===== src/hdl/fixed_block_pool_allocator_macros.svh =====
// Assertion macros for the fixed block pool allocator.
// Included by the top level; no other dependencies.
`ifndef FIXED_BLOCK_POOL_ALLOCATOR_MACROS_SVH
`define FIXED_BLOCK_POOL_ALLOCATOR_MACROS_SVH
`ifndef ASSERT_OFF
`define FBPA_ASSERT_IMPLY(label, clk, rst, ante, cons, msg) \
   label: assert property (@(posedge clk) disable iff (rst) (ante) |-> (cons)) \
      else $error(msg);
`define FBPA_ASSERT_NEXT(label, clk, rst, ante, cons, msg) \
   label: assert property (@(posedge clk) disable iff (rst) (ante) |=> (cons)) \
      else $error(msg);
`else
`define FBPA_ASSERT_IMPLY(label, clk, rst, ante, cons, msg)
`define FBPA_ASSERT_NEXT(label, clk, rst, ante, cons, msg)
`endif
`endif


===== src/hdl/fbpa_pkg.sv =====
// Shared types, codes and helpers for the fixed block pool allocator.
// No dependencies; imported by every module of the block.
package fbpa_pkg;

   localparam int ADDR_W      = 32;
   localparam int SIZE_CFG_W  = 16;
   localparam int SIZE_W      = 17;
   localparam int NUM_CFG_W   = 7;
   localparam int CSR_IDX_W   = 2;
   localparam int CSR_DATA_W  = 32;
   localparam int STATUS_W    = 2;
   localparam int IDX_OUT_W   = 6;
   localparam int LEFT_W      = 7;
   localparam int ROW_BITS    = 8;
   localparam int BIT_POS_W   = 3;

   localparam logic [ROW_BITS-1:0] FILL_BYTE = 8'hFF;

   localparam logic OP_ALLOC = 1'b0;
   localparam logic OP_FREE  = 1'b1;

   localparam logic [STATUS_W-1:0] STATUS_OK          = 2'd0;
   localparam logic [STATUS_W-1:0] STATUS_NO_FREE     = 2'd1;
   localparam logic [STATUS_W-1:0] STATUS_BAD_PTR     = 2'd2;
   localparam logic [STATUS_W-1:0] STATUS_DOUBLE_FREE = 2'd3;

   localparam logic [CSR_IDX_W-1:0] CSR_POOL_BASE = 2'd0;
   localparam logic [CSR_IDX_W-1:0] CSR_BLK_BYTES = 2'd1;
   localparam logic [CSR_IDX_W-1:0] CSR_BLK_COUNT = 2'd2;

   typedef enum logic [2:0] {
      ST_IDLE,
      ST_START,
      ST_SCAN,
      ST_MUL,
      ST_DIV,
      ST_LOOKUP,
      ST_FINISH
   } fbpa_state_type;

   typedef struct packed {
      logic              op;
      logic [ADDR_W-1:0] address;
   } fbpa_req_type;

   typedef struct packed {
      logic [STATUS_W-1:0]  status;
      logic [ADDR_W-1:0]    block_address;
      logic [IDX_OUT_W-1:0] block_index;
      logic [LEFT_W-1:0]    blocks_left;
   } fbpa_rsp_type;

   typedef struct packed {
      logic              start;
      logic [ADDR_W-1:0] dividend;
      logic [SIZE_W-1:0] divisor;
   } fbpa_div_req_type;

   typedef struct packed {
      logic              done;
      logic [ADDR_W-1:0] quotient;
      logic              rem_zero;
   } fbpa_div_rsp_type;

   // round up to a multiple of four, zero becomes four
   function automatic logic [SIZE_W-1:0] eff_size(input logic [SIZE_CFG_W-1:0] v);
      logic [SIZE_W-1:0] s;
      s = ({1'b0, v} + SIZE_W'(3)) & ~SIZE_W'(3);
      if (s == '0) begin
         s = SIZE_W'(4);
      end
      return s;
   endfunction

endpackage


===== src/hdl/fbpa_div.sv =====
// Bit-serial restoring divider: one quotient bit per cycle.
// Depends on fbpa_pkg.
module fbpa_div import fbpa_pkg::*; (
   input  logic             clock,
   input  logic             reset,
   input  fbpa_div_req_type div_req,
   output fbpa_div_rsp_type div_rsp
);

   localparam int CNT_W = $clog2(ADDR_W + 1);

   logic              busy_ff, busy_in;
   logic              done_ff, done_in;
   logic [CNT_W-1:0]  cnt_ff, cnt_in;
   logic [ADDR_W-1:0] quo_ff, quo_in;
   logic [SIZE_W-1:0] rem_ff, rem_in;
   logic [SIZE_W-1:0] dvs_ff, dvs_in;

   logic [SIZE_W:0] trial;
   logic [SIZE_W:0] diff;
   logic            fits;

   always_comb begin
      trial = {rem_ff, quo_ff[ADDR_W-1]};
      diff  = trial - {1'b0, dvs_ff};
      fits  = trial >= {1'b0, dvs_ff};
   end

   always_comb begin
      busy_in = busy_ff;
      done_in = 1'b0;
      cnt_in  = cnt_ff;
      quo_in  = quo_ff;
      rem_in  = rem_ff;
      dvs_in  = dvs_ff;
      if (div_req.start) begin
         busy_in = 1'b1;
         cnt_in  = CNT_W'(ADDR_W);
         quo_in  = div_req.dividend;
         rem_in  = '0;
         dvs_in  = div_req.divisor;
      end else if (busy_ff) begin
         rem_in = fits ? SIZE_W'(diff) : SIZE_W'(trial);
         quo_in = {quo_ff[ADDR_W-2:0], fits};
         cnt_in = cnt_ff - CNT_W'(1);
         if (cnt_ff == CNT_W'(1)) begin
            busy_in = 1'b0;
            done_in = 1'b1;
         end
      end
   end

   always_ff @(posedge clock) begin
      if (reset) begin
         busy_ff <= 1'b0;
         done_ff <= 1'b0;
         cnt_ff  <= '0;
      end else begin
         busy_ff <= busy_in;
         done_ff <= done_in;
         cnt_ff  <= cnt_in;
      end
   end

   always_ff @(posedge clock) begin
      quo_ff <= quo_in;
      rem_ff <= rem_in;
      dvs_ff <= dvs_in;
   end

   assign div_rsp.done     = done_ff;
   assign div_rsp.quotient = quo_ff;
   assign div_rsp.rem_zero = (rem_ff == '0);

endmodule


===== src/hdl/fbpa_map.sv =====
// Free-mark bitmap: byte rows in a memory with one valid bit per row.
// A row never written since the last clear reads as all free. Depends on fbpa_pkg.
module fbpa_map import fbpa_pkg::*; #(
   parameter  int MAX_BLOCKS = 64,
   localparam int ROWS = (MAX_BLOCKS + ROW_BITS - 1) / ROW_BITS,
   localparam int RW   = (ROWS > 1) ? $clog2(ROWS) : 1
) (
   input  logic                clock,
   input  logic                reset,
   input  logic                clear,
   input  logic [RW-1:0]       rd_row,
   output logic [ROW_BITS-1:0] rd_data,
   input  logic                wr_en,
   input  logic [RW-1:0]       wr_row,
   input  logic [ROW_BITS-1:0] wr_data
);

   logic [ROW_BITS-1:0] mem_ff [ROWS];
   logic [ROWS-1:0]     row_valid_ff;
   logic [ROW_BITS-1:0] rd_raw_ff;
   logic                rd_valid_ff;

   always_ff @(posedge clock) begin
      if (wr_en) begin
         mem_ff[wr_row] <= wr_data;
      end
      rd_raw_ff <= mem_ff[rd_row];
   end

   always_ff @(posedge clock) begin
      if (reset) begin
         row_valid_ff <= '0;
         rd_valid_ff  <= 1'b0;
      end else begin
         if (clear) begin
            row_valid_ff <= '0;
         end else if (wr_en) begin
            row_valid_ff[wr_row] <= 1'b1;
         end
         rd_valid_ff <= row_valid_ff[rd_row];
      end
   end

   assign rd_data = rd_valid_ff ? rd_raw_ff : FILL_BYTE;

endmodule


===== src/hdl/fixed_block_pool_allocator.sv =====
// Fixed block pool allocator, top level; uses fbpa_pkg, fbpa_div, fbpa_map and the
// assertion macro header. One request at a time, one response per request. An
// allocate scans the free bitmap one row of eight marks per cycle, scanning 1 to
// ceil(blocks in use/8) rows; with no free block it skips the scan. A free runs
// the offset through a 32-step serial divider, one quotient bit per cycle, and
// skips the bitmap lookup when the pointer is rejected. Writing the block size or
// block count register marks every block free at once through per-row valid
// bits; no clearing pass. Configuration writes are taken only while no request
// is in flight.
`include "fixed_block_pool_allocator_macros.svh"

module fixed_block_pool_allocator import fbpa_pkg::*; #(
   parameter int MAX_BLOCKS = 64
) (
   input  logic                  clock,
   input  logic                  reset,
   input  logic                  req_valid,
   output logic                  req_stall,
   input  fbpa_req_type          req_data,
   output logic                  rsp_valid,
   input  logic                  rsp_stall,
   output fbpa_rsp_type          rsp_data,
   input  logic                  csr_valid,
   output logic                  csr_ready,
   input  logic [CSR_IDX_W-1:0]  csr_index,
   input  logic [CSR_DATA_W-1:0] csr_wdata
);

   localparam int CW   = $clog2(MAX_BLOCKS + 1);
   localparam int IW   = (MAX_BLOCKS > 1) ? $clog2(MAX_BLOCKS) : 1;
   localparam int ROWS = (MAX_BLOCKS + ROW_BITS - 1) / ROW_BITS;
   localparam int RW   = (ROWS > 1) ? $clog2(ROWS) : 1;
   localparam int PW   = IW + SIZE_W;

   function automatic logic [CW-1:0] clamp_count(input logic [NUM_CFG_W-1:0] v);
      logic [CW-1:0] r;
      if (v == '0) begin
         r = CW'(1);
      end else if (int'(v) > MAX_BLOCKS) begin
         r = CW'(MAX_BLOCKS);
      end else begin
         r = CW'(v);
      end
      return r;
   endfunction

   fbpa_state_type state_ff, state_in;

   logic                op_ff, op_in;
   logic [ADDR_W-1:0]   addr_ff, addr_in;
   logic [RW-1:0]       row_ff, row_in;
   logic [IW-1:0]       idx_ff, idx_in;
   logic [STATUS_W-1:0] status_ff, status_in;
   logic [ROW_BITS-1:0] wr_data_ff, wr_data_in;
   logic [ADDR_W-1:0]   prod_ff, prod_in;
   logic [CW-1:0]       free_count_ff, free_count_in;
   logic [ADDR_W-1:0]   pool_base_ff, pool_base_in;
   logic [SIZE_W-1:0]   bs_eff_ff, bs_eff_in;
   logic [CW-1:0]       n_eff_ff, n_eff_in;
   logic                rsp_valid_ff, rsp_valid_in;
   fbpa_rsp_type        rsp_data_ff, rsp_data_in;

   logic accept;
   logic csr_write;
   logic out_free;

   fbpa_div_req_type    div_req;
   fbpa_div_rsp_type    div_rsp;
   logic                map_clear;
   logic [RW-1:0]       map_rd_row;
   logic [ROW_BITS-1:0] map_rd_data;
   logic                map_wr_en;
   logic [RW-1:0]       map_wr_row;
   logic [ROW_BITS-1:0] map_wr_data;

   logic [RW+2:0]        row_base;
   logic [ROW_BITS-1:0]  in_range;
   logic [ROW_BITS-1:0]  masked;
   logic [BIT_POS_W-1:0] hit_pos;
   logic                 scan_hit;
   logic [ROW_BITS-1:0]  hit_mask;
   logic [ROW_BITS-1:0]  lookup_mask;
   logic                 free_bad;

   fbpa_div u_div (
      .clock   (clock),
      .reset   (reset),
      .div_req (div_req),
      .div_rsp (div_rsp)
   );

   fbpa_map #(
      .MAX_BLOCKS (MAX_BLOCKS)
   ) u_map (
      .clock   (clock),
      .reset   (reset),
      .clear   (map_clear),
      .rd_row  (map_rd_row),
      .rd_data (map_rd_data),
      .wr_en   (map_wr_en),
      .wr_row  (map_wr_row),
      .wr_data (map_wr_data)
   );

   assign accept    = req_valid && !req_stall;
   assign csr_write = csr_valid && csr_ready;
   assign out_free  = !rsp_valid_ff || !rsp_stall;

   // row scan: lowest free mark among blocks in use
   always_comb begin
      row_base = {row_ff, BIT_POS_W'(0)};
      for (int b = 0; b < ROW_BITS; b++) begin
         in_range[b] = ({row_ff, BIT_POS_W'(b)} < n_eff_ff);
      end
      masked  = map_rd_data & in_range;
      hit_pos = '0;
      for (int b = ROW_BITS - 1; b >= 0; b--) begin
         if (masked[b]) begin
            hit_pos = BIT_POS_W'(b);
         end
      end
      scan_hit    = |masked;
      hit_mask    = ROW_BITS'(1) << hit_pos;
      lookup_mask = ROW_BITS'(1) << BIT_POS_W'(idx_ff);
      free_bad    = (addr_ff == '0) || !div_rsp.rem_zero ||
                    (div_rsp.quotient >= ADDR_W'(n_eff_ff));
   end

   // next state
   always_comb begin
      state_in = state_ff;
      unique case (state_ff)
         ST_IDLE: begin
            if (accept) begin
               state_in = ST_START;
            end
         end
         ST_START: begin
            if (op_ff == OP_FREE) begin
               state_in = ST_DIV;
            end else if (free_count_ff == '0) begin
               state_in = ST_FINISH;
            end else begin
               state_in = ST_SCAN;
            end
         end
         ST_SCAN: begin
            if (scan_hit) begin
               state_in = ST_MUL;
            end
         end
         ST_MUL: begin
            state_in = ST_FINISH;
         end
         ST_DIV: begin
            if (div_rsp.done) begin
               state_in = free_bad ? ST_FINISH : ST_LOOKUP;
            end
         end
         ST_LOOKUP: begin
            state_in = ST_FINISH;
         end
         ST_FINISH: begin
            if (out_free) begin
               state_in = ST_IDLE;
            end
         end
         default: begin
            state_in = ST_IDLE;
         end
      endcase
   end

   // control outputs
   always_comb begin
      req_stall        = (state_ff != ST_IDLE) || csr_valid;
      csr_ready        = (state_ff == ST_IDLE);
      div_req.start    = (state_ff == ST_START) && (op_ff == OP_FREE);
      div_req.dividend = addr_ff - pool_base_ff;
      div_req.divisor  = bs_eff_ff;
      map_rd_row       = row_in;
      map_wr_en        = (state_ff == ST_FINISH) && out_free && (status_ff == STATUS_OK);
      map_wr_row       = row_ff;
      map_wr_data      = wr_data_ff;
      map_clear        = csr_write &&
                         ((csr_index == CSR_BLK_BYTES) || (csr_index == CSR_BLK_COUNT));
      rsp_valid        = rsp_valid_ff;
      rsp_data         = rsp_data_ff;
   end

   // datapath and configuration
   always_comb begin
      op_in         = op_ff;
      addr_in       = addr_ff;
      row_in        = row_ff;
      idx_in        = idx_ff;
      status_in     = status_ff;
      wr_data_in    = wr_data_ff;
      prod_in       = prod_ff;
      free_count_in = free_count_ff;
      pool_base_in  = pool_base_ff;
      bs_eff_in     = bs_eff_ff;
      n_eff_in      = n_eff_ff;
      rsp_valid_in  = rsp_valid_ff && rsp_stall;
      rsp_data_in   = rsp_data_ff;

      unique case (state_ff)
         ST_IDLE: begin
            row_in = '0;
            if (accept) begin
               op_in     = req_data.op;
               addr_in   = req_data.address;
               status_in = STATUS_OK;
               idx_in    = '0;
            end
         end
         ST_START: begin
            if ((op_ff == OP_ALLOC) && (free_count_ff == '0)) begin
               status_in = STATUS_NO_FREE;
            end
         end
         ST_SCAN: begin
            if (scan_hit) begin
               idx_in     = IW'({row_ff, hit_pos});
               wr_data_in = map_rd_data & ~hit_mask;
            end else begin
               row_in = row_ff + RW'(1);
            end
         end
         ST_MUL: begin
            prod_in = ADDR_W'(PW'(idx_ff) * PW'(bs_eff_ff));
         end
         ST_DIV: begin
            if (div_rsp.done) begin
               if (free_bad) begin
                  status_in = STATUS_BAD_PTR;
               end else begin
                  idx_in = IW'(div_rsp.quotient);
                  row_in = RW'(div_rsp.quotient >> BIT_POS_W);
               end
            end
         end
         ST_LOOKUP: begin
            if ((map_rd_data & lookup_mask) != '0) begin
               status_in = STATUS_DOUBLE_FREE;
            end else begin
               wr_data_in = map_rd_data | lookup_mask;
            end
         end
         ST_FINISH: begin
            if (out_free) begin
               if (status_ff == STATUS_OK) begin
                  free_count_in = (op_ff == OP_ALLOC) ? free_count_ff - CW'(1)
                                                      : free_count_ff + CW'(1);
               end
               rsp_valid_in              = 1'b1;
               rsp_data_in.status        = status_ff;
               rsp_data_in.block_address =
                  ((op_ff == OP_ALLOC) && (status_ff == STATUS_OK)) ?
                  pool_base_ff + prod_ff : '0;
               rsp_data_in.block_index   = IDX_OUT_W'(idx_ff);
               rsp_data_in.blocks_left   = LEFT_W'(free_count_in);
            end
         end
         default: begin
         end
      endcase

      if (csr_write) begin
         unique case (csr_index)
            CSR_POOL_BASE: begin
               pool_base_in = ADDR_W'(csr_wdata);
            end
            CSR_BLK_BYTES: begin
               bs_eff_in     = eff_size(csr_wdata[SIZE_CFG_W-1:0]);
               free_count_in = n_eff_ff;
            end
            CSR_BLK_COUNT: begin
               n_eff_in      = clamp_count(csr_wdata[NUM_CFG_W-1:0]);
               free_count_in = n_eff_in;
            end
            default: begin
            end
         endcase
      end
   end

   always_ff @(posedge clock) begin
      if (reset) begin
         state_ff      <= ST_IDLE;
         rsp_valid_ff  <= 1'b0;
         free_count_ff <= clamp_count(NUM_CFG_W'(64));
         pool_base_ff  <= '0;
         bs_eff_ff     <= SIZE_W'(32);
         n_eff_ff      <= clamp_count(NUM_CFG_W'(64));
      end else begin
         state_ff      <= state_in;
         rsp_valid_ff  <= rsp_valid_in;
         free_count_ff <= free_count_in;
         pool_base_ff  <= pool_base_in;
         bs_eff_ff     <= bs_eff_in;
         n_eff_ff      <= n_eff_in;
      end
   end

   always_ff @(posedge clock) begin
      op_ff       <= op_in;
      addr_ff     <= addr_in;
      row_ff      <= row_in;
      idx_ff      <= idx_in;
      status_ff   <= status_in;
      wr_data_ff  <= wr_data_in;
      prod_ff     <= prod_in;
      rsp_data_ff <= rsp_data_in;
   end

   `FBPA_ASSERT_IMPLY(a_count_bound, clock, reset, 1'b1, free_count_ff <= n_eff_ff,
      "free count exceeds blocks in use")
   `FBPA_ASSERT_IMPLY(a_div_done_in_div, clock, reset, div_rsp.done, state_ff == ST_DIV,
      "divider finished outside divide state")
   `FBPA_ASSERT_IMPLY(a_scan_bound, clock, reset, state_ff == ST_SCAN, row_base < n_eff_ff,
      "scan ran past the blocks in use")
   `FBPA_ASSERT_NEXT(a_alloc_count, clock, reset,
      (state_ff == ST_FINISH) && out_free && (op_ff == OP_ALLOC) && (status_ff == STATUS_OK),
      free_count_ff == $past(free_count_ff) - CW'(1), "allocate did not take one free block")

endmodule

===== config.mk =====
export PLATFORM = sky130hd
export DESIGN_NAME = fixed_block_pool_allocator
export DESIGN_NICKNAME = d
export VERILOG_FILES = /design/src/hdl/fbpa_pkg.sv /design/src/hdl/fbpa_div.sv /design/src/hdl/fbpa_map.sv /design/src/hdl/fixed_block_pool_allocator.sv
export VERILOG_INCLUDE_DIRS = /design/src /design/src/hdl
export SDC_FILE = /design/constraint.sdc
export NUM_CORES = 1
export LEC_CHECK = 0
export BUFFER_PORTS_ARGS = -buffer_cell sky130_fd_sc_hd__buf_2
export CORE_UTILIZATION = 25
export DETAILED_ROUTE_END_ITERATION = 10
export GPL_ROUTABILITY_DRIVEN = 0
export GPL_TIMING_DRIVEN = 0
export HOLD_SLACK_MARGIN = 0.15
export PLACE_DENSITY_LB_ADDON = 0.1
export SYNTH_ARGS = -nofsm -noshare
export SYNTH_HDL_FRONTEND = slang
export SYNTH_HIERARCHICAL = 1
export SYNTH_SLANG_ARGS = --single-unit

===== constraint.sdc =====
create_clock -name clock -period 4.4 [get_ports clock]
set_input_delay 0.44 -clock clock [delete_from_list [all_inputs] [get_ports clock]]
set_output_delay 0.44 -clock clock [all_outputs]
set_load 0.03 [all_outputs]

==> summary.md <==
| Metric | Value |
|---|---|
| Mux cell area share after synthesis | 5.496% |
| # DRC | 0 |
| DRT antenna net count | 0 |
| Ys flop type | edfxtp_1 |
| Syn. warnings | 6 |
| Number of DRC markers in iteration 0 | 845 |
| # clock sinks | 340 |
| FF-to-FF path depth | 17 |
| Count leader, synth | edfxtp_1 |
| Slowest stage cell, crit path | fa_1 |
| Synth-to-Final Area Change | 21.95% |
| CP max FO | 6 |
| Worst slack at placement | -1.293 ns |
| GRT Residual Overflow | 0 |
| Critical Path Start Type | register |
| Final Hold Vio Count | 0 |
| CP Class | reg -> reg |
| First-pass GRT wire length | 98380 um |
| Max transition margin | 23.78% |
| Status | finished, final reports clean |
| Fmax | 227.5 MHz |
| Arrival time worst endpoint | 4.67 ns |
| Final clock skew | 0.02749 ns |
| Yosys reg bits | 340 |
| Initial antenna violation count | 4 |
| WL final | 65360 um |
| CP required | 4.67 ns |
| Area contributors post-synth | edfxtp_1 (33%), dfxtp_1 (11%), ha_1 (7.3%) |
| Seq/Total Area, Yosys | 44.16% |
| Critical R2R Capture | prod_ff[19] |
| Number of synthesized flops with an enable pin | 230 |
| HPWL Detailed | 49940 um |
| Max H-tree Level | 2 |
| Core ar. | 81070 um2 |
| CTS Buf Count | 43 |
| Vias in the first global route | 15.99k |
| Post-synth top area cell | edfxtp_1 |
| Syn Inst Count | 1981 |
| Worst-Margin Slew | 1.139 ns |
| Fin Hold WS | 0.1996 ns |
| PD cells | 374.4 nW/um2 |
| Worst hold start | csr_wdata[11] |
| Rows | 104 |
| CP peak stage delay | 0.54 ns |
| Worst path most repeated cell | fa_1 |
| Top cell type's share of synthesized area | 33.48% |
| Layout net count | 2479 |
| CP Capture Type | register |
| Fin crit share | 99.89% |
| Initial Util | 25.44% |
| RSZ-0062 raised after global routing | yes |
| Final Critical Period | 4.395 ns |
| Final Instance Area | 25150 um2 |
| Mean post-synth cell area | 10.41 um2 |
| Async SR Flop Fraction | 0% |
| CTS root buffer | clkbuf_16 |
| Synth cell count leaders | edfxtp_1 (230), inv_1 (180), nand2_1 (159) |
| Ports | 122 |
| Clock tree buffer depth | 3 |
| CP Cell Sequence | clkbuf_8 > clkbuf_16 > and2_4 > fa_1 > inv_2 > fa_1 > fa_1 > inv_2 > ha_4 > nor2b_4 > o21ai_2 > nand2b_1 > a21o_1 > a31o_4 > a211oi_4 > or4_1 > o211ai_1 |
| Worst-path clk slew | 0.06 ns |
| R2R setup slack | 0.005 ns |
| Synth Area in Adders | 12.81% |
| Leakage | 9.680 nW |
| Max-slew violations | 0 |
| Compound-Gate Fraction of Synth Area | 13.58% |
| Die X | 289.2 um |
| Die height | 289.2 um |
| Average wire per standard cell | 19.66 um |
| Crit Reg-Reg Startpoint | idx_ff[0] |
| Hold path depth | 3 |
| Worst-Skew Late Latency | 0.58 ns |
| Via count | 15.88k |
| HP Class | in -> reg |
| MaxCap Viol Count | 0 |
| CTS tree | yes |
| Synth Cell Area | 20630 um2 |
| Largest net degree at the start of global routing | 49 |
| Largest family of logic cells by synthesized area | simple AND/OR/NAND/NOR gates |
| Post-synth cell types | 88 |
| Die area | 83660 um2 |
| Overall Global Routing Usage | 15.53% |
| Terminating pin of the worst hold path | pool_base_ff[11] |
| Worst setup margin | 0.004649 ns |
| # setup viols final | 0 |
| Synth Area in XOR/XNOR | 3.737% |
| Worst VDD drop | 0.0002315 V |
| I/O Buffers | 121 |
| CP startpoint | idx_ff[0] |
| Area after DPL | 22690 um2 |
| Detailed-router iteration count before antenna repair | 5 |
| DR vias/cell | 4.777 |
| Layout cells sized above 1 | 15.77% |
| Synth Area in Simple Gates | 15.43% |
flip-flops by register name, indices dropped and copies added (netlist names), 15 cells and up:
name          flops
prod_ff          21
bs_eff_ff        15
u_div/rem_ff     17
pool_base_ff     32
addr_ff          32
u_map/mem_ff     64
u_div/dvs_ff     17
u_div/quo_ff     32
rsp_data         47
per-layer routing:
layer / vias to the layer above / share of wire [%] / GRT usage, %
met5: - / 0 / 0
met4: 0 / 2.1 / 3.882
met3: 72 / 3.7 / 2.031
met2: 253 / 47 / 25.55
met1: 7916 / 47 / 21.41
li1: 7641 / - / -
cell families after synthesis:
group / count (synthesis)
AND/OR/NAND/NOR: 632
AO/OA/AOI/OAI: 418
flip-flops: 340
buffers and inverters: 245
adder cells (fa/ha/maj): 177
XOR/XNOR: 88
multiplexers: 80
other: 1
cell usage in the layout, fill, tap and decap left out, types with 12 or more instances in the layout:
cell type / synthesis / routed
clkbuf_1: 51 / 52
nor2_1: 154 / 149
mux2i_1: 15 / 15
a211oi_1: 34 / 32
o21ai_0: 53 / 52
nand2b_1: 33 / 33
a21o_1: 31 / 31
nor2b_1: 21 / 20
dlygate4sd3_1: 0 / 51
mux2_2: 40 / 40
buf_4: 1 / 27
nor3_1: 37 / 32
nand3_1: 29 / 28
xnor2_1: 51 / 51
clkbuf_16: 0 / 45
dfxtp_1: 110 / 110
inv_1: 180 / 175
ha_1: 120 / 115
a31oi_1: 16 / 15
and2_1: 91 / 90
nand4_1: 12 / 12
xor2_1: 37 / 37
a21oi_1: 132 / 127
edfxtp_1: 230 / 230
nand2_1: 159 / 159
or3_1: 12 / 12
and3_1: 14 / 13
fa_1: 57 / 56
o21a_1: 22 / 22
nor4_1: 26 / 25
buf_2: 5 / 125
critical path, delay by kind of cell, from the launching register on:
family / cells / cell delay (ns)
AND/OR/NAND/NOR: 4 / 0.53
buffers and inverters: 4 / 0.44
flip-flops: 1 / 0.44
AO/OA/AOI/OAI: 5 / 0.95
adder cells (fa/ha/maj): 4 / 1.70
area by class of cell:
cell class,instances,area (um2)
Buffer,62,364.1
Sequential cell,340,9109
Clock buffer,57,1180
Inverter,180,678.2
Clock inverter,22,304.0
Fill cell,8420,55910
Tap cell,1060,1326
Antenna cell,1,2.502
Timing Repair Buffer,206,1425
Multi-Input combinational cell,1397,10760
how the worst max path moves through the flow:
stage                               to  slack [ns]  cells after the start
floorplan                  prod_ff[21]        0.02                     17
global placement    u_map/mem_ff[0][6]       -1.84                      8
finish                     prod_ff[19]       0.005                     17
detailed placement  u_map/rd_raw_ff[3]       -1.29                     14
CTS                        prod_ff[19]        0.01                     17
global route               prod_ff[21]       -0.11                     17
stage by stage:
step                      instances  util (%)  power, W  setup TNS [ns]
final                          3325     31.03  0.009417               0
after CTS                      3320     30.88  0.009539               0
after floorplan                1982         -  0.005067               0
after global placement         3163     27.84  0.005615         -224.45
after detailed placement       3170     27.98  0.005635          -21.63
after global routing           3324     31.02  0.009905         -0.5398
where the power goes:
| part | switching, W | total, W | internal [W] |
|---|---|---|---|
| clock | 0.00143 | 0.00373 | 0.00230 |
| sequential | 0.000196 | 0.00378 | 0.00359 |
| combinational | 0.00109 | 0.00190 | 0.000814 |
| total | 0.00271 | 0.00942 | 0.00670 |
what timing repair did:
item / in CTS / in global routing
hold buffers: 51 / 0
pin swaps: 16 / 5
endpoints found under the setup margin: 28 / 23
endpoints found under the hold margin: 51 / 0
setup buffers: 22 / 3
cloned: 1 / 0
gates resized for setup: 37 / 23
Power figures use the tool's default switching activity.
